File: src/sv/sdf_pkg.sv
package sdf_pkg;

   // Length modes of the conversion; codes above the listed ones mean 64 bits
   localparam logic [2:0] MODE_INT       = 3'd0;
   localparam logic [2:0] MODE_CHAR      = 3'd1;
   localparam logic [2:0] MODE_SHORT     = 3'd2;
   localparam logic [2:0] MODE_LONG      = 3'd3;
   localparam logic [2:0] MODE_LONG_LONG = 3'd4;

   // Sign codes
   localparam logic [1:0] SIGN_NONE  = 2'd0;
   localparam logic [1:0] SIGN_MINUS = 2'd1;
   localparam logic [1:0] SIGN_PLUS  = 2'd2;
   localparam logic [1:0] SIGN_SPACE = 2'd3;

   localparam int unsigned VALUE_W = 64;
   localparam int unsigned BITCNT_W = 6;

   typedef struct packed {
      logic signed [63:0] value;
      logic [2:0]         length_mode;
      logic               plus_flag;
      logic               space_flag;
      logic               has_precision;
      logic [11:0]        precision;
   } req_type;

   typedef struct packed {
      logic [1:0]  sign_code;
      logic [11:0] zero_pad;
      logic [4:0]  digit_count;
      logic        digit_valid;
      logic [3:0]  digit;
      logic        last;
   } rsp_type;

   typedef enum logic [1:0] {
      ST_IDLE,
      ST_CONV,
      ST_SKIP,
      ST_EMIT
   } state_type;

endpackage

File: src/sv/signed_decimal_formatter.sv
// Signed decimal formatter.
// Request channel (req_valid/req_ready/req_data) takes one signed integer
// conversion per item: raw 64-bit value, length mode, plus/space flags and an
// optional precision. Response channel (rsp_valid/rsp_ready/rsp_data) returns
// the decimal digits of the magnitude, one item per digit, most significant
// first; every item repeats the sign code, the precision zero count and the
// digit count, and the final one has last set. A zero value with precision
// zero gives a single item without a digit.
// One conversion is in flight at a time; req_ready is high only when idle.
// Per conversion: accept, then shift-and-add-3 conversion over all VALUE_W
// magnitude bits (one magnitude bit per cycle into the BCD shift register),
// then leading zero digits are stripped one per cycle, then the digits go out
// one per cycle while the receiver is ready. The BCD shift register is shared
// by conversion, stripping and output, so no new request is taken before the
// final item of the current conversion is taken.
// When the receiver stalls, the current digit item holds on rsp_data and the
// block waits. Synchronous reset returns to idle and drops any item in flight.
module signed_decimal_formatter #(
   parameter int MAX_DIGITS    = 20,
   parameter int MAX_PRECISION = 4095
) (
   input  logic             clock,
   input  logic             reset,
   input  logic             req_valid,
   output logic             req_ready,
   input  sdf_pkg::req_type req_data,
   output logic             rsp_valid,
   input  logic             rsp_ready,
   output sdf_pkg::rsp_type rsp_data
);
   import sdf_pkg::*;

   localparam int BCD_W = 4 * MAX_DIGITS;
   localparam logic [16:0] MAX_PREC_V = 17'(MAX_PRECISION);
   localparam logic [4:0]  MAX_DIG_V  = 5'(MAX_DIGITS);
   localparam logic [BITCNT_W-1:0] LAST_BIT = BITCNT_W'(VALUE_W - 1);

   state_type state_ff, state_in;

   // Datapath registers
   logic [VALUE_W-1:0] mag_ff, mag_in;       // magnitude, shifted out MSB first
   logic [BCD_W-1:0]   bcd_ff, bcd_in;       // BCD digits, top digit is the next one out
   logic [BITCNT_W-1:0] bitcnt_ff, bitcnt_in;
   logic               ovf_ff, ovf_in;       // a digit fell off the top of the BCD register
   logic               nodig_ff, nodig_in;   // zero value with precision zero
   logic [1:0]         sign_ff, sign_in;
   logic               hasp_ff, hasp_in;
   logic [11:0]        prec_ff, prec_in;
   logic [11:0]        pad_ff, pad_in;
   logic [4:0]         nd_ff, nd_in;         // digit count of the run
   logic [4:0]         rem_ff, rem_in;       // digits still in the BCD register

   logic req_fire, rsp_fire;
   logic [3:0] top_digit;
   logic       rsp_last;
   logic       skip_more;

   // Request decode
   logic [VALUE_W-1:0] sext_value;
   logic               neg;
   logic [1:0]         sign_sel;

   // Conversion step
   logic [BCD_W-1:0] bcd_adj;

   // Precision zero count
   logic [4:0]  nd_sel;
   logic [11:0] pad_diff;
   logic [16:0] pad_wide;

   assign req_fire  = req_valid & req_ready;
   assign rsp_fire  = rsp_valid & rsp_ready;
   assign top_digit = bcd_ff[BCD_W-1 -: 4];
   assign rsp_last  = nodig_ff | (rem_ff == 5'd1);
   // Keep stripping while the top digit is a leading zero; the last digit stays
   assign skip_more = !nodig_ff && !ovf_ff && (top_digit == 4'd0) && (rem_ff > 5'd1);

   // Cut to the selected width and sign-extend, then take sign and magnitude
   always_comb begin
      case (req_data.length_mode)
         MODE_INT:   sext_value = {{32{req_data.value[31]}}, req_data.value[31:0]};
         MODE_CHAR:  sext_value = {{56{req_data.value[7]}}, req_data.value[7:0]};
         MODE_SHORT: sext_value = {{48{req_data.value[15]}}, req_data.value[15:0]};
         default:    sext_value = req_data.value;
      endcase
      neg = sext_value[VALUE_W-1];
      if (neg) begin
         sign_sel = SIGN_MINUS;
      end else if (req_data.plus_flag) begin
         sign_sel = SIGN_PLUS;
      end else if (req_data.space_flag) begin
         sign_sel = SIGN_SPACE;
      end else begin
         sign_sel = SIGN_NONE;
      end
   end

   // Add 3 to every digit of 5 or more before the doubling shift
   always_comb begin
      for (int d = 0; d < MAX_DIGITS; d++) begin
         if (bcd_ff[4*d +: 4] >= 4'd5) begin
            bcd_adj[4*d +: 4] = bcd_ff[4*d +: 4] + 4'd3;
         end else begin
            bcd_adj[4*d +: 4] = bcd_ff[4*d +: 4];
         end
      end
   end

   // Leading zeros asked for by the precision, saturated
   always_comb begin
      nd_sel   = nodig_ff ? 5'd0 : rem_ff;
      pad_diff = prec_ff - {7'd0, nd_sel};
      if (hasp_ff && (prec_ff > {7'd0, nd_sel})) begin
         pad_wide = {5'd0, pad_diff};
      end else begin
         pad_wide = 17'd0;
      end
      if (pad_wide > MAX_PREC_V) begin
         pad_wide = MAX_PREC_V;
      end
   end

   // Next state
   always_comb begin
      state_in = state_ff;
      unique case (state_ff)
         ST_IDLE: begin
            if (req_fire) state_in = ST_CONV;
         end
         ST_CONV: begin
            if (bitcnt_ff == LAST_BIT) state_in = ST_SKIP;
         end
         ST_SKIP: begin
            if (!skip_more) state_in = ST_EMIT;
         end
         ST_EMIT: begin
            if (rsp_fire && rsp_last) state_in = ST_IDLE;
         end
         default: state_in = ST_IDLE;
      endcase
   end

   // Handshake and response fields
   always_comb begin
      req_ready = 1'b0;
      rsp_valid = 1'b0;
      unique case (state_ff)
         ST_IDLE: req_ready = 1'b1;
         ST_EMIT: rsp_valid = 1'b1;
         default: begin
            req_ready = 1'b0;
            rsp_valid = 1'b0;
         end
      endcase
      rsp_data.sign_code   = sign_ff;
      rsp_data.zero_pad    = pad_ff;
      rsp_data.digit_count = nd_ff;
      rsp_data.digit_valid = !nodig_ff;
      rsp_data.digit       = nodig_ff ? 4'd0 : top_digit;
      rsp_data.last        = rsp_last;
   end

   // Datapath next values
   always_comb begin
      mag_in    = mag_ff;
      bcd_in    = bcd_ff;
      bitcnt_in = bitcnt_ff;
      ovf_in    = ovf_ff;
      nodig_in  = nodig_ff;
      sign_in   = sign_ff;
      hasp_in   = hasp_ff;
      prec_in   = prec_ff;
      pad_in    = pad_ff;
      nd_in     = nd_ff;
      rem_in    = rem_ff;
      case (state_ff)
         ST_IDLE: begin
            if (req_fire) begin
               mag_in    = neg ? (~sext_value + 64'd1) : sext_value;
               bcd_in    = '0;
               bitcnt_in = '0;
               ovf_in    = 1'b0;
               nodig_in  = req_data.has_precision && (req_data.precision == 12'd0)
                           && (sext_value == 64'd0);
               sign_in   = sign_sel;
               hasp_in   = req_data.has_precision;
               prec_in   = req_data.precision;
            end
         end
         ST_CONV: begin
            // Double the BCD value and shift in the next magnitude bit
            {ovf_in, bcd_in} = {ovf_ff | bcd_adj[BCD_W-1], bcd_adj[BCD_W-2:0], mag_ff[VALUE_W-1]};
            mag_in    = {mag_ff[VALUE_W-2:0], 1'b0};
            bitcnt_in = bitcnt_ff + 1'b1;
            rem_in    = MAX_DIG_V;
         end
         ST_SKIP: begin
            if (skip_more) begin
               bcd_in = {bcd_ff[BCD_W-5:0], 4'd0};
               rem_in = rem_ff - 5'd1;
            end else begin
               nd_in  = nd_sel;
               pad_in = pad_wide[11:0];
            end
         end
         ST_EMIT: begin
            // Advance to the next digit once this one is taken
            if (rsp_fire && !rsp_last) begin
               bcd_in = {bcd_ff[BCD_W-5:0], 4'd0};
               rem_in = rem_ff - 5'd1;
            end
         end
         default: begin
            mag_in = mag_ff;
         end
      endcase
   end

   always_ff @(posedge clock) begin
      if (reset) begin
         state_ff <= ST_IDLE;
      end else begin
         state_ff <= state_in;
      end
   end

   always_ff @(posedge clock) begin
      mag_ff    <= mag_in;
      bcd_ff    <= bcd_in;
      bitcnt_ff <= bitcnt_in;
      ovf_ff    <= ovf_in;
      nodig_ff  <= nodig_in;
      sign_ff   <= sign_in;
      hasp_ff   <= hasp_in;
      prec_ff   <= prec_in;
      pad_ff    <= pad_in;
      nd_ff     <= nd_in;
      rem_ff    <= rem_in;
   end

endmodule
File: config.mk
export PLATFORM = sky130hd
export DESIGN_NAME = signed_decimal_formatter
export DESIGN_NICKNAME = d
export VERILOG_FILES = /design/src/sv/sdf_pkg.sv /design/src/sv/signed_decimal_formatter.sv
export SDC_FILE = /design/constraint.sdc
export NUM_CORES = 1
export LEC_CHECK = 0
export ABC_AREA = 1
export BUFFER_PORTS_ARGS = -buffer_cell sky130_fd_sc_hd__buf_4
export CORE_MARGIN = 2
export CORE_UTILIZATION = 45
export DETAILED_ROUTE_END_ITERATION = 8
export PLACE_DENSITY = 0.68
export SYNTH_ARGS = -nofsm -noshare
export SYNTH_HDL_FRONTEND = slang
export SYNTH_SLANG_ARGS = --single-unit
File: constraint.sdc
create_clock -name clock -period 13.9 [get_ports clock]
set_input_delay 0.695 -clock clock [delete_from_list [all_inputs] [get_ports clock]]
set_output_delay 0.695 -clock clock [all_outputs]
set_load 0.02 [all_outputs]
; Yosys cells after proc, flatten, opt, wreduce, memory -nomap -nowiden
; Cells that the tools add are included.
[op_classes]
addsub = 24
order_cmp = 23
eq_ne = 13
muxes = 47
bitwise_logic = 6
reduce_logical = 24
[op_table]
columns = op, count
row1 = 80-bit one-hot mux with 4 select lines, 1
row2 = 80-bit two-way mux, 3
row3 = 64-bit one-hot mux with 3 select lines, 1
row4 = 64-bit two-way mux, 2
row5 = 64-bit one-hot mux with 2 select lines, 1
row6 = 4-bit two-way mux, 21
row7 = 4-bit by 2-bit adder with 4-bit output (second input constant), 20
row8 = 4-bit by 3-bit greater-or-equal comparator with 1-bit output (second input constant), 20
row9 = 64-bit by 1-bit adder with 64-bit output (second input constant), 1
row10 = 64-bit logical NOT, 1
row11 = 64-bit inverter, 1
row12 = 17-bit by 12-bit > comparator with 1-bit output (second input constant), 1
row13 = 5-bit two-way mux, 3
row14 = 5-bit one-hot mux with 3 select lines, 1
row15 = 12-bit by 5-bit > comparator with 1-bit output, 1
row16 = 12-bit logical NOT, 1
row17 = 12-bit two-way mux, 1
row18 = 2-bit two-way mux, 6
row19 = 2-bit inequality test (second input constant), 6
row20 = 6-bit one-hot mux with 2 select lines, 1
row21 = 12-bit by 5-bit subtractor with 12-bit output, 1
row22 = 1-bit logical AND, 8
row23 = 2-bit one-hot mux with 4 select lines, 1
row24 = 6-bit by 1-bit adder with 6-bit output (second input constant), 1
row25 = 23 further kinds, 33
[totals]
register_bits = 191
out_inout_bits = 27
wordCells = 149

; Logic depth before layout (Yosys ltp)
; Gate-level depths: netlist of the first run.
[logic_depth]
depth_word = 7
depth_mapped = 17
mapped_depth_nobuf = 16

; Least setup slack after synthesis of the first run
; Ideal clock, no wire load.
[synth_path]
path_type = flip-flop to flip-flop
start = register nodig_ff
end = register bcd_ff[0], enable pin
arrival_time_ps = 4484
required_ps = 13381
path_slack_ps = 8897
path_stages_with_launch = 9
n_path_buf = 1
synth_period_minus_slack_ps = 5003
path_cell_list = edfxtp_1 -> clkbuf_1 -> inv_1 -> nand2_1 -> inv_1 -> nand3b_1 -> inv_1 -> o21ai_0 -> nor2_1
[synth_lines]
columns = item, line
row1 = start: declaration, signed_decimal_formatter.sv:45  ; logic nodig_ff, nodig_in;
row2 = start signal: assignment, signed_decimal_formatter.sv:232  ; nodig_ff <= nodig_in;
row3 = end signal: assignment, signed_decimal_formatter.sv:229  ; bcd_ff <= bcd_in;
row4 = end: declaration, signed_decimal_formatter.sv:42  ; logic [BCD_W-1:0] bcd_ff, bcd_in;

; Worst setup path in the final report of the first run
[layout_path]
start = register state_ff[1]
end = register mag_ff[6], enable pin
[layout_between]
elab_chain_len = 5
elab_cells_between_ends = 7
cone_classes = eq/ne (2) / mux (1) / bitwise (1) / reduce/logical (3)
[layout_lines]
columns = item, line
row1 = start: declaration, signed_decimal_formatter.sv:38  ; state_type state_ff, state_in;
row2 = start signal: assignment, signed_decimal_formatter.sv:223  ; state_ff <= state_in;
row3 = 2-bit logical NOT, "signed_decimal_formatter.sv:147, signed_decimal_formatter.sv:176"
row4 = 1-bit two-way mux, signed_decimal_formatter.sv:147  ; unique case (state_ff)
row5 = 1-bit AND, signed_decimal_formatter.sv:71  ; assign req_fire = req_valid & req_ready;
row6 = 2-bit inequality test (no line), --
row7 = 2-bit AND reduction (no line) (*), --
row8 = end signal: assignment, signed_decimal_formatter.sv:228  ; mag_ff <= mag_in;
row9 = end: declaration, signed_decimal_formatter.sv:41  ; logic [VALUE_W-1:0] mag_ff, mag_in;
; Mark *: on every way between the ends. The rest lies on a longest branch, timed or not.
; A chain may end at the register's enable or synchronous reset.

==> results.sh, run 1 <==
export IMPL_run_status="finished, final reports clean"
export IMPL_area_growth_syn_to_layout_pct=13.7
export IMPL_drc_markers=0
export IMPL_timing_clock_skew_ps=11.4
export IMPL_pwr_density_cell_nw_per_um2=191
export IMPL_numClockSinks=191
export IMPL_cts_post_setup_buffers_inserted=0
export IMPL_power_mw=2.79
export IMPL_syn_instance_count=1645
export IMPL_antenna_violating_nets_post_route=0
export IMPL_io_pin_count=113
export IMPL_max_clock_freq_ghz=0.282
export IMPL_critical_path_class="reg2reg"
export IMPL_synth_edff_count=189
export IMPL_n_antenna_cell=0
export IMPL_vdd_drop_max_mv=0.102
export IMPL_synth_yosys_warnings=0
export IMPL_p_leak_nw=6.36
export IMPL_most_common_library_cell_in_the_layout_ignoring_fill_and_taps="nand2_1"
export IMPL_critical_path_reg2reg_startpoint="state_ff[1]"
export IMPL_grt_overflow_total=0
export IMPL_final_design_area_no_fill_sq_um=14600
export IMPL_grt_antenna_before_repair=0
export IMPL_synth_sequential_area_ratio=0.445
export IMPL_worstSetupStartpoint="state_ff[1]"
export IMPL_port_buffers=112
export IMPL_detailed_routing_iteration_count_for_the_pre_antenna_repair_pass=5
export IMPL_grt_start_max_net_pins=92
export IMPL_floorplan_core_area_sq_um=27900
export IMPL_grt_setup_unrepaired="false"
export IMPL_arrival_ps=3600
export IMPL_chipWidth_microns=173
export IMPL_final_max_slew_violation_count=0
export IMPL_synth_top_area_share=0.442
export IMPL_synth_async_sr_flop_share=0
export IMPL_via_count_of_the_first_global_routing_pass=10400
export IMPL_h_tree_depth=4
export IMPL_worst_hold_path_type="in2reg"
export IMPL_detailedRoute_firstIterationViolations=936
export IMPL_yosys_top_cells_area="edfxtp_1 44%, nand2_1 9.9%, nor2_1 8.7%, inv_1 6.6%, ha_1 5.3%"
export IMPL_cpMostUsedCell="buf_4"
export IMPL_die_area_sq_um=29900
export IMPL_startpoint_type="flip-flop"
export IMPL_slew_headroom=0.306
export IMPL_avgRoutedWirePerCell_microns=14.1
export IMPL_setup_total_negative_slack_ps=0
export IMPL_num_nets_final=1875
export IMPL_grt_pass1_wl_microns=50100
export IMPL_final_period_minus_worst_setup_slack_ps=3550
export IMPL_postSynthRegisterBits=191
export IMPL_timing_critical_path_slowest_cell_delay_ps=690
export IMPL_clock_root_buffer="clkbuf_16"
export IMPL_placedInstanceArea_sq_um=14000
export IMPL_ctsLongestPathBuffers=2
export IMPL_post_route_cells_drive_above_1_share=0.110
export IMPL_timing_final_hold_violations=0
export IMPL_insertion_delay_ps=430
export IMPL_cpLargestDelayFamily="buffers and inverters"
export IMPL_layout_cells_most_common_list="337 x nand2_1, 295 x nor2_1, 226 x inv_1"
export IMPL_crit_end_category="flip-flop"
export IMPL_critical_path_n_buffers_inverters=7
export IMPL_total_global_route_track_usage=0.201
export IMPL_holdCritStartpoint="req_data[12]"
export IMPL_timing_max_cap_violations=0
export IMPL_syn_area_per_cell_sq_um=7.81
export IMPL_globalplace_congestion=0.926
export IMPL_synth_lib_cells_used_distinct=48
export IMPL_timing_critical_path_cells="inv_1 -> ha_2 -> buf_4 -> inv_1 -> buf_4 -> nor2_2 -> buf_4 -> inv_1 -> nand2_2 -> buf_4"
export IMPL_layout_worst_path_cycle_share=0.255
export IMPL_preCtsSetupSlack_ps=10260
export IMPL_route_vias_total=11000
export IMPL_synthDominantAreaCellType="edfxtp_1"
export IMPL_setup_viol_count_final=0
export IMPL_initial_core_util=0.460
export IMPL_postCtsResizedCells=0
export IMPL_finalWorstSetupSlack_ps=10350
export IMPL_tightest_slew_ps=1040
export IMPL_cell_area_synth_sq_um=12900
export IMPL_fp_dieH_microns=173
export IMPL_detail_route_wirelength_microns=29900
export IMPL_ys_flop_type="edfxtp_1"
export IMPL_cts_hold_repair_buffers=0
export IMPL_rows=61
export IMPL_worst_setup_hold_path_clk_slew_ps=70
export IMPL_n_fill_cell=2678
export IMPL_cp_slowest_cell="buf_4"
export IMPL_syn_nets=1786
export IMPL_place_hpwl_microns=21700
export IMPL_critical_path_required_ps=13960
export IMPL_crit_fanout=91
export IMPL_cts_buffers=17
export IMPL_cts_tree="yes"
export IMPL_via_per_inst=5.15
-- area by class of cell --
class	count	area, sq um	share of cell area
clock buffers	19	433	0.0296
clock inverters	13	154	0.0105
inverters	231	867	0.0593
multi-input cells	1170	6050	0.414
flip-flops and latches	191	5720	0.391
well taps	378	473	0.0324
repair buffers	123	923	0.0632
-- through the flow --
step / hold slack [ps] / utilization / instances
after floorplan: 495 / - / 1645
after global placement: 503 / 0.502 / 2093
after detailed placement: 502 / 0.502 / 2093
after CTS: 424 / 0.523 / 2125
after global routing: 422 / 0.523 / 2125
final: 444 / 0.523 / 2125
-- cells in the mapped netlist (5+ instances only) --
cell type	number
nand2_1	340
nor2_1	297
inv_1	226
edfxtp_1	189
o21ai_0	110
nand3_1	97
ha_1	54
o22ai_1	40
a21oi_1	35
clkbuf_1	34
xor2_1	34
o32ai_1	33
nor3_1	25
nand4_1	15
xnor2_1	15
o21ai_1	14
nor2_2	11
buf_2	8
nand3b_1	8
buf_4	5
inv_2	5
-- metal layers --
metal,wire length [microns],GRT usage
met2,13700,0.321
met4,401,0.0516
met5,0,0
met1,14400,0.285
met3,1440,0.0339
-- cell families (layout without fill, tap and decap cells) --
logic type,Yosys count,after routing,share of synthesized area
flip-flops,191,191,0.445
adder cells (fa/ha/maj),55,55,0.0541
AND/OR/NAND/NOR,816,816,0.266
buffers and inverters,284,386,0.0863
XOR/XNOR,49,49,0.0334
AO/OA/AOI/OAI,250,250,0.116
-- worst register-to-register path: cells and delay by family (launching register included) --
kind | cells | cell delay, ps
AND/OR/NAND/NOR | 2 | 210
flip-flops | 1 | 340
buffers and inverters | 7 | 2400
adder cells (fa/ha/maj) | 1 | 170
-- flip-flops by register name (all words and copies together), names as in the netlist --
register and cells:
pad_ff 12, bitcnt_ff 6, ovf_ff 1, bcd_ff 80, nodig_ff 1, mag_ff 64
sign_ff 2, nd_ff 5, state_ff 2, hasp_ff 1, prec_ff 12, rem_ff 5
-- power by group --
group / total [mW] / internal [mW] / switching [mW]
registers: 1.16 / 1.02 / 0.142
clock network: 0.497 / 0.270 / 0.227
logic: 1.13 / 0.367 / 0.765
-- final timing paths --
path                              endpoint  cells after the start  slack [ps]
worst max-delay path             mag_ff[6]                     10       10350
worst min-delay path               hasp_ff                      1         440
worst max register to register   mag_ff[6]                     10       10350
worst min register to register  mag_ff[38]                      2         510
No activity file was read; power rests on OpenSTA's default activity.
==> inputs of run 2 (changes only) <==
==> constraint.sdc (replaced) <==
create_clock -name clock -period 3.5 [get_ports clock]
set_input_delay 0.175 -clock clock [delete_from_list [all_inputs] [get_ports clock]]
set_output_delay 0.175 -clock clock [all_outputs]
set_load 0.02 [all_outputs]
==> results.sh, run 2 (same netlist as run 1, synthesis figures left out) <==
export IMPL_timing_clock_skew_ps=13.9
export IMPL_clock_root_buffer="clkbuf_16"
export IMPL_flip_flop_count_of_the_largest_register_all_copies_and_words_added=80
export IMPL_io_pin_count=113
export IMPL_cts_buffers=17
export IMPL_route_vias_total=11200
export IMPL_critical_path_class="reg2reg"
export IMPL_place_hpwl_microns=22600
export IMPL_detailed_routing_iteration_count_for_the_pre_antenna_repair_pass=5
export IMPL_fp_dieH_microns=173
export IMPL_final_max_slew_violation_count=0
export IMPL_initial_core_util=0.460
export IMPL_num_nets_final=1897
export IMPL_p_leak_nw=6.45
export IMPL_ctsLongestPathBuffers=2
export IMPL_internal_power_mw=6.48
export IMPL_switchingPower_mw=4.61
export IMPL_layout_cells_most_common_list="337 x nand2_1, 295 x nor2_1, 226 x inv_1"
export IMPL_h_tree_depth=4
export IMPL_startpoint_type="flip-flop"
export IMPL_seq_power_share=0.413
export IMPL_layout_worst_path_cycle_share=0.803
export IMPL_via_count_of_the_first_global_routing_pass=10700
export IMPL_drc_markers=0
export IMPL_pwr_density_cell_nw_per_um2=749
export IMPL_most_common_library_cell_in_the_layout_ignoring_fill_and_taps="nand2_1"
export IMPL_biggest_registers_after_layout="bcd_ff x80, mag_ff x64"
export IMPL_die_area_sq_um=29900
export IMPL_switching_share=0.416
export IMPL_rows=61
export IMPL_arrival_ps=3090
export IMPL_insertion_delay_ps=440
export IMPL_power_share_combinational=0.417
export IMPL_largest_register="bcd_ff"
export IMPL_crit_end_category="flip-flop"
export IMPL_crit_fanout=12
export IMPL_setup_viol_count_final=0
export IMPL_numClockSinks=191
export IMPL_grt_setup_unrepaired="false"
export IMPL_grt_start_max_net_pins=91
export IMPL_post_route_cells_drive_above_1_share=0.114
export IMPL_tightest_slew_ps=845
export IMPL_cts_post_setup_buffers_inserted=0
export IMPL_detailedRoute_firstIterationViolations=857
export IMPL_power_mw=11.1
export IMPL_final_design_area_no_fill_sq_um=14800
export IMPL_timing_max_cap_violations=0
export IMPL_run_status="finished, final reports clean"
export IMPL_worstSetupStartpoint="nodig_ff"
export IMPL_max_clock_freq_ghz=0.356
export IMPL_holdCritStartpoint="req_data[14]"
export IMPL_n_antenna_cell=0
export IMPL_final_period_minus_worst_setup_slack_ps=2810
export IMPL_via_per_inst=5.22
export IMPL_port_buffers=112
export IMPL_critical_path_reg2reg_startpoint="nodig_ff"
export IMPL_avgRoutedWirePerCell_microns=14.5
export IMPL_worst_setup_hold_path_clk_slew_ps=80
export IMPL_grt_overflow_total=0
export IMPL_total_global_route_track_usage=0.210
export IMPL_critical_path_required_ps=3780
export IMPL_setup_total_negative_slack_ps=0
export IMPL_cts_tree="yes"
export IMPL_timing_final_hold_violations=0
export IMPL_floorplan_core_area_sq_um=27900
export IMPL_antenna_violating_nets_post_route=0
export IMPL_area_growth_syn_to_layout_pct=15.2
export IMPL_grt_antenna_before_repair=0
export IMPL_globalplace_congestion=0.987
export IMPL_placedInstanceArea_sq_um=14100
export IMPL_slew_headroom=0.437
export IMPL_chipWidth_microns=173
export IMPL_vdd_drop_max_mv=0.626
export IMPL_grt_pass1_wl_microns=52400
export IMPL_share_clk_of_total_power=0.170
export IMPL_worst_hold_path_type="in2reg"
export IMPL_detail_route_wirelength_microns=31100
run 2: changes by cell type in the layout (fill, tap and decap cells not counted), moves of 2 or more:
| cell | delta |
|---|---|
| dlygate4sd3_1 | +14 |
| buf_4 | +6 |
| buf_12 | +2 |
| bufinv_16 | -2 |
run 2: metal layers:
| metal | vias to the layer above | global-route usage | wire [microns] |
|---|---|---|---|
| met4 | 0 | 0.0508 | 330 |
| met1 | 5140 | 0.303 | 15000 |
| li1 | 5689 | - | - |
| met3 | 29 | 0.0336 | 1890 |
| met2 | 349 | 0.332 | 13900 |
| met5 | - | 0 | 0 |
run 2: worst max-delay path, cell delays in order, from the launching register on:
cell and delay, ps:
edfxtp_1 630, nor2_1 140, ha_1 240, fa_1 400, o21ai_0 250, nand2_1 140
nand2_1 120, nor3_1 70, a41oi_1 170, o21ai_0 100, buf_4 180, nor3_1 200
run 2: power groups by stage:
stage / Combinational [mW] / Sequential (mW) / Clock [mW]
after floorplan: 3.29 / 4.55 / 0
after global placement: 4.47 / 4.59 / 0
after detailed placement: 4.59 / 4.61 / 0
after CTS: 4.62 / 4.58 / 1.91
after global routing: 5.28 / 4.71 / 2.01
final: 4.62 / 4.58 / 1.88
run 2: path summary, 6_finish.rpt:
path	end	slack (ps)	cells after the start
worst max-delay path	pad_ff[11]	690	11
worst min-delay path	sign_ff[0]	50	2
worst max register to register	pad_ff[11]	690	11
worst min register to register	mag_ff[54]	510	2
run 2: through the flow:
stage | worst slack [ps] | hold WS [ps] | instances | utilization
floorplan | 626 | 253 | 1645 | -
global placement | 741 | 356 | 2101 | 0.505
detailed placement | 656 | 359 | 2101 | 0.505
CTS | 680 | 36.3 | 2147 | 0.530
global route | 484 | 40.2 | 2147 | 0.530
finish | 689 | 51.6 | 2147 | 0.530
run 2: cell type report:
cell class                      instances  area (sq um)
Multi-Input combinational cell       1170          6050
Fill cell                            2619         13100
Clock inverter                         14           125
Inverter                              231           867
Clock buffer                           18           429
Timing Repair Buffer                  145          1150
Tap cell                              378           473
Sequential cell                       191          5720
run 2: timing repair:
action                                 4_1_cts  5_1_grt
endpoints found under the hold margin       15        0
gates resized for setup                      0        0
hold buffers                                14        0
==> inputs of run 3 (changes only) <==
--- a/config.mk
+++ b/config.mk
@@ -10,7 +10,7 @@
 export CORE_MARGIN = 2
 export CORE_UTILIZATION = 45
 export DETAILED_ROUTE_END_ITERATION = 8
-export PLACE_DENSITY = 0.68
+export PLACE_DENSITY = 0.7
 export SYNTH_ARGS = -nofsm -noshare
 export SYNTH_HDL_FRONTEND = slang
 export SYNTH_SLANG_ARGS = --single-unit
==> constraint.sdc (replaced) <==
create_clock -name clock -period 2.55 [get_ports clock]
set_input_delay 0.1275 -clock clock [delete_from_list [all_inputs] [get_ports clock]]
set_output_delay 0.1275 -clock clock [all_outputs]
set_load 0.02 [all_outputs]
==> results.sh, run 3 (same netlist as run 1, synthesis figures left out) <==
export IMPL_h_tree_depth=4
export IMPL_detailedRoute_firstIterationViolations=1224
export IMPL_timing_final_hold_violations=0
export IMPL_fp_dieH_microns=173
export IMPL_initial_core_util=0.460
export IMPL_n_fill_cell=2579
export IMPL_grt_pass1_wl_microns=52600
export IMPL_preCtsSetupSlack_ps=-127
export IMPL_final_period_minus_worst_setup_slack_ps=2510
export IMPL_area_growth_syn_to_layout_pct=19.1
export IMPL_layout_worst_path_cycle_share=0.983
export IMPL_port_buffers=112
export IMPL_place_hpwl_microns=22900
export IMPL_critical_path_required_ps=2760
export IMPL_vdd_drop_max_mv=0.648
export IMPL_grt_overflow_total=0
export IMPL_biggest_registers_after_layout="bcd_ff x80, mag_ff x64"
export IMPL_timing_clock_skew_ps=30.4
export IMPL_largest_register="bcd_ff"
export IMPL_arrival_ps=2720
export IMPL_post_route_cells_drive_above_1_share=0.145
export IMPL_insertion_delay_ps=450
export IMPL_flip_flop_count_of_the_largest_register_all_copies_and_words_added=80
export IMPL_p_leak_nw=6.69
export IMPL_crit_end_category="flip-flop"
export IMPL_cts_buffers=17
export IMPL_detail_route_wirelength_microns=31500
export IMPL_most_common_library_cell_in_the_layout_ignoring_fill_and_taps="nand2_1"
export IMPL_worst_setup_hold_path_clk_slew_ps=100
export IMPL_globalplace_congestion=0.952
export IMPL_power_share_combinational=0.423
export IMPL_avgRoutedWirePerCell_microns=14.5
export IMPL_grt_antenna_before_repair=0
export IMPL_run_status="finished, final reports clean"
export IMPL_tightest_slew_ps=847
export IMPL_chipWidth_microns=173
export IMPL_startpoint_type="flip-flop"
export IMPL_io_pin_count=113
export IMPL_share_clk_of_total_power=0.180
export IMPL_timing_critical_path_cells="buf_4 -> nor2_2 -> inv_1 -> ha_4 -> nor2_1 -> nand2_2 -> nor3_2 -> a41oi_1 -> o21ai_1 -> buf_4 -> nor2_1"
export IMPL_total_global_route_track_usage=0.211
export IMPL_internal_power_mw=9.22
export IMPL_pwr_density_cell_nw_per_um2=1040
export IMPL_ctsLongestPathBuffers=2
export IMPL_cts_tree="yes"
export IMPL_setup_viol_count_final=0
export IMPL_slew_headroom=0.435
export IMPL_rows=61
export IMPL_switching_share=0.420
export IMPL_worst_hold_path_type="in2reg"
export IMPL_layout_cells_most_common_list="333 x nand2_1, 288 x nor2_1, 222 x inv_1"
export IMPL_via_count_of_the_first_global_routing_pass=10800
export IMPL_cp_slowest_cell="edfxtp_1"
export IMPL_detailed_routing_iteration_count_for_the_pre_antenna_repair_pass=7
export IMPL_grt_start_max_net_pins=91
export IMPL_final_max_slew_violation_count=0
export IMPL_drc_markers=0
export IMPL_timing_max_cap_violations=0
export IMPL_via_per_inst=5.23
export IMPL_crit_fanout=8
export IMPL_switchingPower_mw=6.67
export IMPL_numClockSinks=191
export IMPL_clock_root_buffer="clkbuf_16"
export IMPL_max_clock_freq_ghz=0.399
export IMPL_antenna_violating_nets_post_route=0
export IMPL_timing_critical_path_slowest_cell_delay_ps=500
export IMPL_die_area_sq_um=29900
export IMPL_route_vias_total=11400
export IMPL_seq_power_share=0.397
export IMPL_finalWorstSetupSlack_ps=43.1
export IMPL_holdWs_ps=22.4
export IMPL_floorplan_core_area_sq_um=27900
export IMPL_n_antenna_cell=0
export IMPL_num_nets_final=1929
export IMPL_critical_path_class="reg2reg"
## run 3: worst max-delay path: cells and delay by family, from the launching register on
| family | cells | cell delay [ps] |
|---|---|---|
| buf+inv | 3 | 490 |
| simple gates | 5 | 780 |
| compound gates | 2 | 300 |
| flops | 1 | 500 |
| fa+ha+maj | 1 | 170 |
## run 3: path summary, 6_finish.rpt
check               endpoint         start  depth (start not counted)  slack, ps
setup / recovery   pad_ff[6]      nodig_ff                         11         40
hold reg to reg   mag_ff[62]    mag_ff[61]                          2        530
hold / removal     mag_ff[0]  req_data[18]                          3         20
setup reg to reg   pad_ff[6]      nodig_ff                         11         40
## run 3: through the flow
stage | TNS [ps] | std cells | power, mW | utilization | cell area (sq um)
after floorplan | -9740 | 1645 | 10.8 | - | 12900
after global placement | 0 | 2128 | 12.5 | 0.515 | 14400
after detailed placement | -613 | 2128 | 12.8 | 0.515 | 14400
after CTS | 0 | 2174 | 15.7 | 0.543 | 15200
after global routing | -659 | 2179 | 17.2 | 0.548 | 15300
final | 0 | 2179 | 15.9 | 0.548 | 15300
## run 3: layout make-up
| cell class | count | area, sq um | share of cell area |
|---|---|---|---|
| inverters | 231 | 867 | 0.0567 |
| well taps | 378 | 473 | 0.0309 |
| clock buffers | 17 | 425 | 0.0278 |
| multi-input cells | 1170 | 6170 | 0.403 |
| clock inverters | 15 | 215 | 0.0141 |
| flip-flops and latches | 191 | 5720 | 0.373 |
| repair buffers | 177 | 1440 | 0.0940 |
## run 3: per-layer routing
| layer | vias to the layer above | track usage | share of wire |
|---|---|---|---|
| met5 | - | 0 | 0 |
| met1 | 5236 | 0.296 | 0.46 |
| met3 | 43 | 0.0343 | 0.053 |
| li1 | 5753 | - | - |
| met4 | 0 | 0.0561 | 0.016 |
| met2 | 357 | 0.339 | 0.47 |
## run 3: power by group through the flow
| stage | registers [mW] | clock network, mW | logic, mW |
|---|---|---|---|
| global placement | 6.28 | 0 | 6.25 |
| CTS | 6.29 | 2.91 | 6.53 |
| detailed placement | 6.34 | 0 | 6.47 |
| floorplan | 6.24 | 0 | 4.53 |
| finish | 6.31 | 2.87 | 6.72 |
| global route | 6.50 | 3.02 | 7.64 |
## run 3: what timing repair did
action                                  in CTS  in global routing
setup buffers                                0                  5
resized for setup                            3                 26
hold buffers                                14                  0
endpoints found under the setup margin      12                 12
endpoints found under the hold margin       15                  0
pin swaps                                    0                 11
